## src/sv/via_pkg.sv

```systemverilog
// via_pkg: shared types and constants for the via register interface
// register numbers, function codes, interrupt flag bits and the result record
// no dependencies
`timescale 1ns / 1ps
`default_nettype none

package via_pkg;

  typedef enum logic [1:0] {
    FUNC_READ  = 2'd0,
    FUNC_WRITE = 2'd1,
    FUNC_RAISE = 2'd2,
    FUNC_NONE  = 2'd3
  } func_t;

  localparam logic [3:0] REG_ORB  = 4'h0;
  localparam logic [3:0] REG_ORA  = 4'h1;
  localparam logic [3:0] REG_DDRB = 4'h2;
  localparam logic [3:0] REG_DDRA = 4'h3;
  localparam logic [3:0] REG_T1CL = 4'h4;
  localparam logic [3:0] REG_T1CH = 4'h5;
  localparam logic [3:0] REG_T1LL = 4'h6;
  localparam logic [3:0] REG_T1LH = 4'h7;
  localparam logic [3:0] REG_T2CL = 4'h8;
  localparam logic [3:0] REG_T2CH = 4'h9;
  localparam logic [3:0] REG_SR   = 4'hA;
  localparam logic [3:0] REG_ACR  = 4'hB;
  localparam logic [3:0] REG_PCR  = 4'hC;
  localparam logic [3:0] REG_IFR  = 4'hD;
  localparam logic [3:0] REG_IER  = 4'hE;
  localparam logic [3:0] REG_ORA2 = 4'hF;

  localparam int FLAG_CA2 = 0;
  localparam int FLAG_CA1 = 1;
  localparam int FLAG_SR  = 2;
  localparam int FLAG_CB2 = 3;
  localparam int FLAG_CB1 = 4;
  localparam int FLAG_T2  = 5;
  localparam int FLAG_T1  = 6;

  localparam logic [7:0] PCR_CB2_MASK = 8'hA0;
  localparam logic [7:0] PCR_CB2_IND  = 8'h20;
  localparam logic [7:0] PCR_CA2_MASK = 8'h0A;
  localparam logic [7:0] PCR_CA2_IND  = 8'h02;

  typedef struct packed {
    logic        pb7_out;
    logic        t2_load;
    logic [15:0] t1_latch_value;
    logic        t1_load;
    logic        irq;
    logic [7:0]  read_data;
  } result_t;

endpackage

`default_nettype wire

```

## src/sv/via_register_interface.sv

```systemverilog
// via_register_interface: bus-facing register file of a 6522-style adapter
// result is registered in the output register, or in the skid if output stalls
// throughput: one transaction per cycle while skid is empty, single decode stage
// a two-entry output (register plus skid) keeps input open while a result waits
// reset: synchronous rst sets valid flags and regfile to their power-up values
// depends on via_pkg and via_regfile
`timescale 1ns / 1ps
`default_nettype none

module via_register_interface (
  input  wire logic        clk,
  input  wire logic        rst,
  input  wire logic        s_axis_tvalid,
  output logic             s_axis_tready,
  // reg_sel[3:0], write_data[11:4], raise_flags[18:12], t1_count[34:19], zero fill
  input  wire logic [39:0] s_axis_tdata,
  // func[1:0]
  input  wire logic [1:0]  s_axis_tuser,
  output logic             m_axis_tvalid,
  input  wire logic        m_axis_tready,
  // read_data[7:0], irq[8], t1_load[9], t1_latch_value[25:10], t2_load[26],
  // pb7_out[27], zero fill
  output logic [31:0]      m_axis_tdata
);
  import via_pkg::*;

  logic    accept;
  result_t result;
  result_t out_data, skid_data;
  logic    out_valid, skid_valid;

  assign s_axis_tready = ~skid_valid;
  assign accept        = s_axis_tvalid & s_axis_tready;
  assign m_axis_tvalid = out_valid;
  assign m_axis_tdata  = {4'h0, out_data};

  via_regfile u_regfile (
    .clk         (clk),
    .rst         (rst),
    .accept      (accept),
    .func        (func_t'(s_axis_tuser)),
    .reg_sel     (s_axis_tdata[3:0]),
    .write_data  (s_axis_tdata[11:4]),
    .raise_flags (s_axis_tdata[18:12]),
    .t1_count    (s_axis_tdata[34:19]),
    .result      (result)
  );

  always_ff @(posedge clk) begin
    if (rst) begin
      out_valid  <= 1'b0;
      skid_valid <= 1'b0;
    end else if (!out_valid || m_axis_tready) begin
      if (skid_valid) begin
        out_data   <= skid_data;
        out_valid  <= 1'b1;
        skid_valid <= 1'b0;
      end else begin
        out_data  <= result;
        out_valid <= accept;
      end
    end else if (accept) begin
      skid_data  <= result;
      skid_valid <= 1'b1;
    end
  end

endmodule

`default_nettype wire

```

## src/sv/via_regfile.sv

```systemverilog
// via_regfile: register state of the via and the decode of one transaction
// read data uses the state before the access, the rest of the result the state after; depends on via_pkg
`timescale 1ns / 1ps
`default_nettype none

module via_regfile (
  input  wire logic             clk,
  input  wire logic             rst,
  input  wire logic             accept,
  input  wire via_pkg::func_t   func,
  input  wire logic [3:0]       reg_sel,
  input  wire logic [7:0]       write_data,
  input  wire logic [6:0]       raise_flags,
  input  wire logic [15:0]      t1_count,
  output via_pkg::result_t      result
);
  import via_pkg::*;

  logic [7:0]  port_a_out, port_b_out, port_a_dir, port_b_dir;
  logic [15:0] timer1_latch;
  logic [7:0]  timer2_latch_low;
  logic [15:0] timer2_counter;
  logic [7:0]  shift_reg, aux_control, periph_control;
  logic [6:0]  irq_flags, irq_enables;
  logic        pb7_level;

  logic [7:0]  port_a_out_next, port_b_out_next, port_a_dir_next, port_b_dir_next;
  logic [15:0] timer1_latch_next;
  logic [7:0]  timer2_latch_low_next;
  logic [15:0] timer2_counter_next;
  logic [7:0]  shift_reg_next, aux_control_next, periph_control_next;
  logic [6:0]  irq_flags_next, irq_enables_next;
  logic        pb7_level_next;
  logic [7:0]  rd;
  logic        t1l, t2l;
  logic [15:0] t1_latch_hi;

  always_comb begin
    port_a_out_next       = port_a_out;
    port_b_out_next       = port_b_out;
    port_a_dir_next       = port_a_dir;
    port_b_dir_next       = port_b_dir;
    timer1_latch_next     = timer1_latch;
    timer2_latch_low_next = timer2_latch_low;
    timer2_counter_next   = timer2_counter;
    shift_reg_next        = shift_reg;
    aux_control_next      = aux_control;
    periph_control_next   = periph_control;
    irq_flags_next        = irq_flags;
    irq_enables_next      = irq_enables;
    pb7_level_next        = pb7_level;
    rd                    = 8'h00;
    t1l                   = 1'b0;
    t2l                   = 1'b0;
    t1_latch_hi           = {write_data, timer1_latch[7:0]};
    case (func)
      FUNC_READ: begin
        case (reg_sel)
          REG_ORB: begin
            if ((periph_control & PCR_CB2_MASK) != PCR_CB2_IND)
              irq_flags_next[FLAG_CB2] = 1'b0;
            irq_flags_next[FLAG_CB1] = 1'b0;
            rd = ((port_b_out | ~port_b_dir) & ~{aux_control[7], 7'h00})
                 | {pb7_level, 7'h00};
          end
          REG_DDRB: rd = port_b_dir;
          REG_DDRA: rd = port_a_dir;
          REG_T1CL: begin
            irq_flags_next[FLAG_T1] = 1'b0;
            rd = t1_count[7:0];
          end
          REG_T1CH: rd = t1_count[15:8];
          REG_T1LL: rd = timer1_latch[7:0];
          REG_T1LH: rd = timer1_latch[15:8];
          REG_T2CL: begin
            irq_flags_next[FLAG_T2] = 1'b0;
            if (aux_control[5] && (timer2_counter[7:0] != 8'h00))
              rd = timer2_counter[7:0] - 8'd1;
            else
              rd = timer2_counter[7:0];
          end
          REG_T2CH: rd = timer2_counter[15:8];
          REG_SR: begin
            irq_flags_next[FLAG_SR] = 1'b0;
            rd = shift_reg;
          end
          REG_ACR: rd = aux_control;
          REG_PCR: rd = periph_control;
          REG_IFR: rd = {|(irq_flags & irq_enables), irq_flags};
          REG_IER: rd = {1'b1, irq_enables};
          default: begin
            if ((periph_control & PCR_CA2_MASK) != PCR_CA2_IND)
              irq_flags_next[FLAG_CA2] = 1'b0;
            irq_flags_next[FLAG_CA1] = 1'b0;
            rd = port_a_out | ~port_a_dir;
          end
        endcase
      end
      FUNC_WRITE: begin
        case (reg_sel)
          REG_ORB: port_b_out_next = write_data;
          REG_ORA, REG_ORA2: begin
            irq_flags_next[FLAG_CA1] = 1'b0;
            port_a_out_next = write_data;
          end
          REG_DDRB: port_b_dir_next = write_data;
          REG_DDRA: port_a_dir_next = write_data;
          REG_T1CL, REG_T1LL: timer1_latch_next = {timer1_latch[15:8], write_data};
          REG_T1CH: begin
            timer1_latch_next = t1_latch_hi;
            t1l = 1'b1;
            if (aux_control[7] && (t1_latch_hi > 16'd1))
              pb7_level_next = ~pb7_level;
            irq_flags_next[FLAG_T1] = 1'b0;
          end
          REG_T1LH: begin
            timer1_latch_next = t1_latch_hi;
            irq_flags_next[FLAG_T1] = 1'b0;
          end
          REG_T2CL: timer2_latch_low_next = write_data;
          REG_T2CH: begin
            timer2_counter_next = {write_data, timer2_latch_low};
            t2l = 1'b1;
            irq_flags_next[FLAG_T2] = 1'b0;
          end
          REG_SR: shift_reg_next = write_data;
          REG_ACR: begin
            aux_control_next = write_data;
            if (write_data[7])
              pb7_level_next = 1'b1;
          end
          REG_PCR: periph_control_next = write_data;
          REG_IFR: irq_flags_next = irq_flags & ~write_data[6:0];
          default: begin
            if (write_data[7])
              irq_enables_next = irq_enables | write_data[6:0];
            else
              irq_enables_next = irq_enables & ~write_data[6:0];
          end
        endcase
      end
      FUNC_RAISE: irq_flags_next = irq_flags | raise_flags;
      default: ;
    endcase

    result.read_data      = rd;
    result.irq            = |(irq_flags_next & irq_enables_next);
    result.t1_load        = t1l;
    result.t1_latch_value = timer1_latch_next;
    result.t2_load        = t2l;
    result.pb7_out        = pb7_level_next;
  end

  always_ff @(posedge clk) begin
    if (rst) begin
      port_a_out       <= 8'h00;
      port_b_out       <= 8'h00;
      port_a_dir       <= 8'h00;
      port_b_dir       <= 8'h00;
      timer1_latch     <= 16'hFFFF;
      timer2_latch_low <= 8'hFF;
      timer2_counter   <= 16'hFFFF;
      shift_reg        <= 8'h00;
      aux_control      <= 8'h00;
      periph_control   <= 8'h00;
      irq_flags        <= 7'h00;
      irq_enables      <= 7'h00;
      pb7_level        <= 1'b0;
    end else if (accept) begin
      port_a_out       <= port_a_out_next;
      port_b_out       <= port_b_out_next;
      port_a_dir       <= port_a_dir_next;
      port_b_dir       <= port_b_dir_next;
      timer1_latch     <= timer1_latch_next;
      timer2_latch_low <= timer2_latch_low_next;
      timer2_counter   <= timer2_counter_next;
      shift_reg        <= shift_reg_next;
      aux_control      <= aux_control_next;
      periph_control   <= periph_control_next;
      irq_flags        <= irq_flags_next;
      irq_enables      <= irq_enables_next;
      pb7_level        <= pb7_level_next;
    end
  end

endmodule

`default_nettype wire
```

## config.mk

```make
export PLATFORM = sky130hd
export DESIGN_NAME = via_register_interface
export DESIGN_NICKNAME = d
export VERILOG_FILES = /design/src/sv/via_pkg.sv /design/src/sv/via_register_interface.sv /design/src/sv/via_regfile.sv
export SDC_FILE = /design/constraint.sdc
export NUM_CORES = 1
export LEC_CHECK = 0
export ABC_AREA = 1
export BUFFER_PORTS_ARGS = -buffer_cell sky130_fd_sc_hd__buf_2
export CAP_MARGIN = 20
export CORE_UTILIZATION = 64
export CTS_CLUSTER_DIAMETER = 200
export DETAILED_ROUTE_END_ITERATION = 12
export PLACE_DENSITY = 0.91
export SYNTH_ARGS = -nofsm -noshare
export SYNTH_HDL_FRONTEND = slang
export SYNTH_SLANG_ARGS = --single-unit
```

## constraint.sdc

```tcl
create_clock -name clk -period 6 [get_ports clk]
set_input_delay 0.3 -clock clk [delete_from_list [all_inputs] [get_ports clk]]
set_output_delay 0.3 -clock clk [all_outputs]
set_load 0.005 [all_outputs]
```

---- Yosys cells after proc, flatten, opt, wreduce, memory -nomap -nowiden ----
Index checks and enable logic that the tools add are counted.
word-level totals
  memories kept ........................... 0
  bits of input ports ..................... 46
  bits in writable memories ............... 0
  bits in read-only memories .............. 0
  output and inout port bits .............. 34
  register bits after elaboration ......... 169
  latch bits .............................. 0
operators by class
  shift-type cells ........................ 0
  order comparisons ....................... 1
  divide/modulo/power cells ............... 0
  $add $sub $neg .......................... 1
  reductions and logical operators ........ 26
  bitwise logic cells ..................... 19
  $mul .................................... 0
  muxes and demuxes ....................... 31
  equal/unequal tests ..................... 19
operator list
  cell                                                 number
  case mux 8 bit (14 select lines)                     1
  == test 4 bit, second input constant                 8
  case mux 16 bit (2 select lines)                     1
  AND reduction 3 bit                                  10
  AND 7 bit                                            4
  2-to-1 mux 28 bit                                    1
  inverter 8 bit                                       3
  bitwise OR 8 bit                                     3
  2-to-1 mux 7 bit                                     3
  case mux 7 bit (3 select lines)                      1
  == test 4 x 3 -> 1 bit, second input constant        4
  > comparator 16 x 1 -> 1 bit, second input constant  1
  2-to-1 mux 16 bit                                    1
  2-to-1 mux 8 bit                                     2
  OR reduction 15 bit                                  1
  2-to-1 mux 1 bit                                     14
  bitwise OR 7 bit                                     2
  OR reduction 14 bit                                  1
  OR reduction 7 bit                                   2
  AND 8 bit                                            1
  == test 4 x 2 -> 1 bit, second input constant        2
  case mux 1 bit (2 select lines)                      4
  nonzero test 8 bit                                   1
  OR reduction 2 bit                                   4
  16 further kinds                                     22

---- Logic depth before layout (Yosys ltp) ----
  depth after elaboration ................. 8
  mapped depth ............................ 14
  gate-level depth less buffers ........... 13

---- Hierarchy ----
A second synthesis with hierarchy kept.
unflattened totals
  cell total of the unflattened synthesis .. 1,095
  area, all modules ....................... 8,076.5 µm²
modules (own cells, without submodules)
  module                  area each (µm²)  cells an instance  sequential area each (µm²)  instances
  via_regfile             5,921.9          930                2,222.1                     1
  via_register_interface  2,154.6          165                1,721.7                     1

---- Worst setup path before layout ----
Ideal clock, no wire load.
  path kind ............................... in2reg
  start point ............................. input port rst
  end point ............................... register skid_data[0] (netlist bit), enable pin
  path slack .............................. 3,489 ps
  buffers on the path ..................... 2
  cell stages on the path ................. 5
  data required time ...................... 5,587 ps
  library setup time ...................... 413 ps
  arrival time ............................ 2,098 ps
  cells stage by stage .................... clkbuf_1 -> clkinv_1 -> buf_1 -> nand2_1 -> nor2_1
on the way
  word-level cells in the longest chain between the ends .. 2
ends and longest elaborated chain
  what                                  RTL line                      RTL
  start: declaration                    via_register_interface.sv:12  input wire logic rst,
  inverter 1 bit (no source line)       n/a
  AND reduction 3 bit (no source line)  n/a
  end signal: assignment                via_register_interface.sv:63  skid_data <= result;
  end: declaration                      via_register_interface.sv:29  result_t out_data, skid_data;
No other way between the ends.
A chain may end at the register's enable or synchronous reset.

---- Worst setup path in the final report ----
  start point ............................. register skid_valid
  end point ............................... register u_regfile.timer2_counter[10]
on the way
  word-level cells in the longest chain between the ends .. 3
ends and longest elaborated chain
  what                                  RTL line                      RTL
  start: declaration                    via_register_interface.sv:30  logic out_valid, skid_valid;
  start signal: assignment              via_register_interface.sv:52  skid_valid <= 1'b0;
  start signal: assignment              via_register_interface.sv:57  skid_valid <= 1'b0;
  start signal: assignment              via_register_interface.sv:64  skid_valid <= 1'b1;
  inverter 1 bit                        via_register_interface.sv:32  assign s_axis_tready = ~skid_valid;
  AND 1 bit                             via_register_interface.sv:33  assign accept = s_axis_tvalid & s_axis_tready;
  AND reduction 3 bit (no source line)  n/a
  end signal: assignment                via_regfile.sv:176            timer2_counter <= timer2_counter_next;
  end: declaration                      via_regfile.sv:22             logic [15:0] timer2_counter;
No other way between the ends.

==> out/results.ini <==
[run_status]
status=finished, final reports clean

[synth]
synth-compound-area-share=0.169
syn_area_per_cell_sq_um=7.40
yosysUniqueCellTypes=32
yosys.area_share.simple=0.263
synthCells=1093
synth_xor_area_frac=0.00433
netlist_area_sq_mm=0.00809
synth_top_family_by_area=simple AND/OR/NAND/NOR gates
async_flop_share=0
ys_warn_count=0
synth-seq-cells=169
seq_area_frac_synth=0.488
synthAdderAreaFrac=0.00309
synth.area.mux_share=0
ys.flop_type=dfxtp_1
synth-edff-count=56

[timing]
skew_ns=0.0111
worstMarginPinSlew_ns=0.984
rsz0062_at_grt=no
setup_viol_count_final=0
fin_setup_tns_ns=0
report.final.hold_viol_count=0
fin_crit_ns=3.09
report.final.slew_viol_count=0
setup_ws_ns=2.91
relSlewSlack=0.343
max_freq_mhz=324
fin_crit_sh=0.514

[place]
place_worst_setup_slack_ns=3.01
dpl_cell_area_sq_mm=0.00847
post-place-cells=1286
dp_hpwl_um=15400
gp_congestion=1.01
io_buffers=70

[grt]
grt_pass1_wl_um=35900
top_usage_layer=met2
grtUsageMet2=0.552
grt_pass1_vias=7064
track_usage=0.363
grt_max_degree=91
use_met1=0.468
antenna_found_initial=0
met3_usage=0.0963
grt.overflow.total=0

[detailed_routing]
avgRoutedWirePerCell_um=17.2
first_pass_iters=7
dr_total_vias=7758
totalWireLength_um=22700
drc=0
drt.antenna.violating_nets=0
drt-initial-drc-count=1021
viasPerCell=5.89

[worst_hold_path]
hold_path_class=in -> reg

[die]
rows=40
dieHeight_um=114
start_util=0.665
die_w_um=114
die_area_sq_mm=0.0131
coreArea_sq_mm=0.0122
ioPinCount=80

[clock_tree]
cts_setup_buffers=0
path_clk_slew_ns=0.06
cts_max_level=4
numCtsBuffers=17
ctsResizeCount=0
clk_latency_ns=0.44
cts_root_buf=clkbuf_16
clockBufferDepth=2
clock_sinks=169
cts_tree=done
hold_buffers=0

[power]
vdd.ir_drop.worst_mv=0.170
leakage_nw=3.98
powerDensity_mw_per_mm2=283

[flow_run]
cap_viol_max_count=0

[setup_path]
worstSetupPathType=reg -> reg
crit_top_cell=inv_2
worstPathMaxFanout=33
slowest_delay_ns=0.92
arrival_ns=3.35
critPathSlowestCell=dfxtp_1
endpoint_kind=flop
crit_required_ns=6.26
path_cells=inv_2 > nand2_1 > buf_4 > nor2_1 > inv_2 > nor2_4 > inv_2 > o211ai_1
crit_path_start_kind=flop

[cells_and_area]
syn_to_final_growth_pct=11.6
fin_nets=1185
diodes=0
finalNonFillerCells=1318
drive_gt1_frac=0.116
final_area_sq_mm=0.00903

==> report_power, final <==
group          internal [mW]  leakage, nW  total [mW]  switching (mW)
clock network          0.586        0.272        1.06           0.471
logic                 0.0724         2.28       0.249           0.176
registers               1.23         1.42        1.25          0.0216
total                   1.88         3.98        2.55           0.668
==> per-layer routing <==
| layer | vias to the layer above | share of wire | wire [um] |
|---|---|---|---|
| met5 | - | 0 | 0 |
| met4 | 0 | 0.049 | 1100 |
| met3 | 76 | 0.10 | 2330 |
| met2 | 463 | 0.45 | 10100 |
| met1 | 3524 | 0.40 | 9110 |
| li1 | 3695 | - | - |
==> synth_stat cells, drive strengths merged (4+ instances only) <==
| master | n | share of area |
|---|---|---|
| buf | 24 | 0.016 |
| clkbuf | 28 | 0.013 |
| o211ai | 26 | 0.024 |
| nor3 | 9 | 0.0070 |
| dfxtp | 113 | 0.28 |
| a31oi | 5 | 0.0039 |
| a21boi | 4 | 0.0037 |
| nand3 | 41 | 0.025 |
| nor2 | 108 | 0.058 |
| nand4 | 13 | 0.010 |
| inv | 92 | 0.043 |
| edfxtp | 56 | 0.21 |
| o21ai | 106 | 0.066 |
| a211oi | 4 | 0.0037 |
| a21oi | 103 | 0.064 |
| nand2 | 345 | 0.16 |
| o22ai | 5 | 0.0039 |
==> cells in the final DEF, fill, tap and decap left out, drive strengths merged, types with 4 or more instances in the layout <==
cell type	instances
a211oi	4
a21boi	4
a21oi	103
a31oi	5
buf	74
clkbuf	19
clkinv	7
conb	4
dfxtp	113
edfxtp	56
inv	97
nand2	345
nand3	41
nand4	13
nor2	108
nor3	9
o211ai	26
o21ai	106
o22ai	5
==> worst max-delay path: cells and delay by family, from the launching register on <==
kind | cells | cell delay [ns]
compound gates | 1 | 0.13
flops | 1 | 0.92
buf+inv | 4 | 1.42
simple gates | 3 | 0.44
==> per-stage QoR <==
stage          hold WS (ns)  power, mW  utilization
2_1_floorplan         0.437       1.42            -
3_3_place_gp          0.448       1.50        0.695
3_5_place_dp          0.450       1.51        0.696
4_1_cts               0.117       2.54        0.742
5_1_grt               0.175       2.62        0.742
6_report              0.137       2.55        0.742
==> final timing paths <==
kind	startpoint	end	slack [ns]	depth (start not counted)
setup / recovery	skid_valid	u_regfile.timer2_counter[10]	2.91	8
hold / removal	s_axis_tvalid	skid_valid	0.14	3
setup reg to reg	skid_valid	u_regfile.timer2_counter[10]	2.91	8
hold reg to reg	u_regfile.timer2_latch_low[6]	u_regfile.timer2_counter[6]	0.47	2
==> cell type report <==
type                    count  area (sq um)
repair buffers             74           388
clock buffers              19           443
fillers                   946          3130
multi-input cells         781          3570
flip-flops and latches    169          3940
clock inverters            13           120
well taps                 168           210
inverters                  94           353
==> kinds of logic after synthesis <==
kind of cell	count (synthesis)
other cells	1
buf+inv	146
xor+xnor	4
simple gates	518
flops	169
fa+ha+maj	2
compound gates	253
(Power assumes the default switching activity.)
